<file path="config.mk">
export PLATFORM = sky130hd
export DESIGN_NAME = tfcc_crc16
export DESIGN_NICKNAME = d
export VERILOG_FILES = /design/src/tfcc_pkg.sv /design/src/tfcc_crc16.sv
export SDC_FILE = /design/constraint.sdc
export NUM_CORES = 1
export LEC_CHECK = 0
export BUFFER_PORTS_ARGS = -buffer_cell sky130_fd_sc_hd__buf_4
export CAP_MARGIN = 10
export CELL_PAD_IN_SITES_DETAIL_PLACEMENT = 2
export CELL_PAD_IN_SITES_GLOBAL_PLACEMENT = 2
export CORE_MARGIN = 1
export CORE_UTILIZATION = 13
export DETAILED_ROUTE_END_ITERATION = 6
export PLACE_DENSITY = 0.79
export SLEW_MARGIN = 0
export SYNTH_ARGS = -nofsm -noshare
export SYNTH_HDL_FRONTEND = slang
export SYNTH_SLANG_ARGS = --single-unit
export TNS_END_PERCENT = 1
</file>
<file path="constraint.sdc">
create_clock -name vclk -period 1.4
set_clock_uncertainty 0.2 [all_clocks]
set_input_delay 0.21 -clock vclk [all_inputs]
set_output_delay 0.21 -clock vclk [all_outputs]
set_load 0.005 [all_outputs]
</file>
<file path="src/tfcc_pkg.sv">
// shared constants for the telemetry frame crc checker
// no dependencies
package tfcc_pkg;

    localparam int unsigned FRAME_LEN = 10;
    localparam int unsigned CRC_LEN   = 8;
    localparam int unsigned STORE_LEN = FRAME_LEN - 1;
    localparam int unsigned POS_W     = $clog2(FRAME_LEN);

    localparam logic [15:0] CRC_INIT = 16'hFFFF;
    localparam logic [15:0] CRC_POLY = 16'hA001;

    localparam logic [POS_W-1:0] POS_LAST = POS_W'(FRAME_LEN - 1);
    localparam logic [POS_W-1:0] POS_CRC_END = POS_W'(CRC_LEN);

    typedef logic [POS_W-1:0] pos_t;
    typedef logic [7:0]       byte_t;
    typedef logic [15:0]      crc_t;

endpackage

</file>
<file path="src/tfcc_crc16.sv">
// one-byte crc-16/modbus update, reflected polynomial, lsb first
// depends on tfcc_pkg
module tfcc_crc16 (
    input  tfcc_pkg::crc_t  crc_in,
    input  tfcc_pkg::byte_t data_in,
    output tfcc_pkg::crc_t  crc_out
);

    always_comb begin
        tfcc_pkg::crc_t c;
        c = crc_in ^ {8'h00, data_in};
        for (int k = 0; k < 8; k++) begin
            if (c[0]) begin
                c = (c >> 1) ^ tfcc_pkg::CRC_POLY;
            end else begin
                c = c >> 1;
            end
        end
        crc_out = c;
    end

endmodule

</file>
======== Word-level counts from Yosys, hierarchy flattened ========
Index checks and enable logic that the tools add are counted.
cells by class
  add/subtract/negate cells ............... 0
  $mul .................................... 0
  divide/modulo/power cells ............... 0
  order comparisons ....................... 0
  equal/unequal tests ..................... 0
  shift-type cells ........................ 0
  multiplexer cells ....................... 8
  bitwise gates (word level) .............. 9
  reductions and logical operators ........ 0
operators by type and width
  kind             count
  $mux W16         8
  $not A2 Y3       8
  $xor A16 B8 Y16  1
word-level totals
  flip-flop bits (word level) ............. 0
  bits in latches ......................... 0
  bits in writable memories ............... 0
  ROM bits ................................ 0
  bits of input ports ..................... 24
  output and inout bits ................... 16
  word-level logic and storage cells ...... 17
  memories ................................ 0

======== Longest topological paths before layout ========
  depth in word-level cells ............... 17
  depth in mapped cells ................... 4
  mapped depth without buffers ............ 4

======== Worst setup path before layout ========
OpenSTA, ideal clock, no wires.
  kind .................................... in2out
  start ................................... input data_in[3]
  end ..................................... output crc_out[0]
  arrival ................................. 1.263 ns
  data required time ...................... 0.990 ns
  slack ................................... -0.273 ns
  stages .................................. 4
  buffers on the path ..................... 0
  cell sequence ........................... xor2_1 xnor2_1 xnor2_2 xnor3_1
on the way
  longest elaborated chain between the ends .. 10
RTL lines
  element                      line              source
  start, declared              tfcc_crc16.sv:5   input tfcc_pkg::byte_t data_in,
  $xor A16 B8 Y16 *            tfcc_crc16.sv:11  c = crc_in ^ {8'h00, data_in};
  $mux W16 * (2 in a row)      tfcc_crc16.sv:13  if (c[0]) begin
  $not A2 Y3 (no source line)  n/a
  $mux W16 * (6 in a row)      tfcc_crc16.sv:13
  end, declared                tfcc_crc16.sv:6   output tfcc_pkg::crc_t crc_out
Every way passes the cells marked *; elsewhere a longest branch is shown, timed or not.

======== Worst setup path after layout ========
  start ................................... input crc_in[3]
  end ..................................... output crc_out[0]
on the way
  longest elaborated chain between the ends .. 10
RTL lines
  element                      line              source
  start, declared              tfcc_crc16.sv:4   input tfcc_pkg::crc_t crc_in,
  $xor A16 B8 Y16 *            tfcc_crc16.sv:11
  $mux W16 * (2 in a row)      tfcc_crc16.sv:13
  $not A2 Y3 (no source line)  n/a
  $mux W16 * (6 in a row)      tfcc_crc16.sv:13
Marks and branches as above.

==> metrics.md <==
| Metric | Value |
|---|---|
| Crit end category | output pin |
| Failing checks | setup timing |
| Fill count | 224 |
| Syn_nets | 53 |
| Synth Area in Simple Gates | 0% |
| Cell Rows | 16 |
| Max Fclk | 570 MHz |
| Seq cells | 0 |
| Setup Viol. Count Final | 6 |
| Reg area | 0 um2 |
| Hold bufs inserted after CTS | 0 |
| Worst-Margin Slew | 0.219 ns |
| Synthesized area per cell | 9.79 um2 |
| Overall Global Routing Usage | approximately 7.7% |
| Synth Cell Area | between 200 and 300 um2 |
| Post-synthesis compound-gate area fraction | 0% |
| Status | finished with violations |
| Busiest metal layer after global routing | met2 |
| GR Overflow Total | 0 |
| Peak supply drop | 0.380 mV |
| Routed via count | around 320 |
| Pwr Density | 839 nW/um2 |
| Hpwl dp | 882 um |
| Tcrit/Tclk final | 125% |
| Relative slew slack | a little under nine tenths |
| Met2 GRT Util | a little under a fifth |
| Mux share of post-synthesis cell area | 0% |
| Core ar. | 2000 um2 |
| Unrepaired setup endpoints after global routing | yes |
| Post-synth cell types | 5 |
| Die Y-Extent | approximately 49 um |
| Share of the synthesized area in the top cell type | 43.2% |
| Top cells by area in the synthesized netlist | xnor2_1, xor2_1, xnor2_2 |
| Final min period | approximately 1.8 ns |
| Proportion of layout cells with a drive suffix above 1 | around 91% |
| Die X | 48.7 um |
| DR iter-0 viols | 0 |
| Fin util | 42.5% |
| Final Hold Viols | 0 |
| Largest family of logic cells by synthesized area | XOR/XNOR gates |
| Port Buf Inserts | 30 |
| PnR worst setup slack | -0.355 ns |
| Vias per std cell | 3.44 |
| GRT met1 Usage | ~6% |
| Adder-Cell Fraction of Synth Area | 0% |
| Hold crit path type | input pin to output pin |
| GPL Wtd Cong | 0.570 |
| Drt pass-1 iters | 1 |
| Cells after synthesis | 29 |
| NumNets Final | 93 |
| Worst-path fanout max | 2 |
| CP Class | input pin to output pin |
| LEAKAGE | 0.000392 uW |
| Most instantiated cells after synthesis | xnor2_1, xor2_1, buf_4 |
| Pwr Total | 714 uW |
| Antenna diode count | 0 |
| Final wirelength | 930 um |
| Area grow syn2layout | 200% |
| CP arrival | between 1 and 1.5 ns |
| Global routing usage on met3 | 1.89% |
| Initial antenna violation count | 0 |
| Number of global-route vias before repair | about 390 |
| Starting Density | between 10% and 20% |
| Post-Synth XOR/XNOR Area | around 87% |
| Max-slew violation count | 0 |
| Register area share after synthesis | 0% |
| Largest net degree at the start of global routing | 3 |
| Startpoint types | input pin |
| Global-route wire length before repair | 1460 um |
| I/O pin cnt | 40 |
| Routed Antenna Nets | 0 |
| Warnings from Yosys | 0 |
| Wirelength per Cell | 9.89 um |
| Critical Path RT | slightly below 1 ns |
| DRC violation count after routing | 0 |
| Die area | 2380 um2 |
| Number of max-cap violations | 0 |
| # clk buffers | 0 |
| Count leader, synth | xnor2_1 |
| Yosys top cell by area | xnor2_1 |
[cells in the final DEF (no fill, tap or decap)]
cell | netlist | final
xor2_2 | 0 | 4
xor2_1 | 6 | 1
xnor2_2 | 3 | 7
xnor3_1 | 1 | 1
buf_4 | 5 | 31
xnor2_4 | 0 | 6
xor2_4 | 0 | 1
xnor2_1 | 14 | 4
buf_8 | 0 | 3
buf_6 | 0 | 9
[per-stage QoR]
step / worst slack [ns] / hold WS [ns] / area (um2) / TNS, ns / instances
finish: -0.355 / 0.220 / 851 / -0.993 / 94
floorplan: -0.163 / 0.280 / 385 / -0.163 / 29
detailed placement: -0.428 / 0.220 / 689 / -1.23 / 92
global route: -0.420 / 0.220 / 851 / -1.35 / 94
global placement: -0.390 / 0.220 / 689 / -1.10 / 92
CTS: -0.383 / 0.220 / 825 / -1.12 / 94
[cells by family (layout without fill, tap and decap cells)]
group / Yosys count / after routing
buffers and inverters: 5 / 43
XOR/XNOR: 24 / 24
[worst max-delay path: stages]
cell and delay (ns):
buf_8 0.10, xor2_4 0.18, xnor2_2 0.16, xnor2_2 0.21, xnor3_1 0.34, buf_4 0.15
[area by class of cell]
| type | instances | area (um2) | area share [%] |
|---|---|---|---|
| Multi-Input combinational cell | 24 | 438 | 51.5 |
| Timing Repair Buffer | 43 | 379 | 44.6 |
| Tap cell | 27 | 33.8 | 3.97 |
[where the power goes]
group	total, uW	switching [uW]	internal (uW)
combinational	714	246	468
sequential	0	0	0
clock	0	0	0
[what timing repair did]
action | 4_1_cts | 5_1_grt
endpoints found under the setup margin | 6 | 9
endpoints found under the hold margin | 0 | 0
resized for setup | 19 | 6
gates cloned | 0 | 0
pin swaps | 9 | 2
setup buffers | 2 | 0
[per-layer routing]
metal,share of wire [%],vias up
li1,-,154
met1,25,150
met2,66,19
met3,8.8,0
met4,0,0
met5,0,-
[worst paths after layout]
kind | from | to | slack, ns | depth (start not counted)
setup / recovery | crc_in[3] | crc_out[0] | -0.36 | 6
hold / removal | crc_in[10] | crc_out[2] | 0.22 | 0
Power figures use the tool's default switching activity.
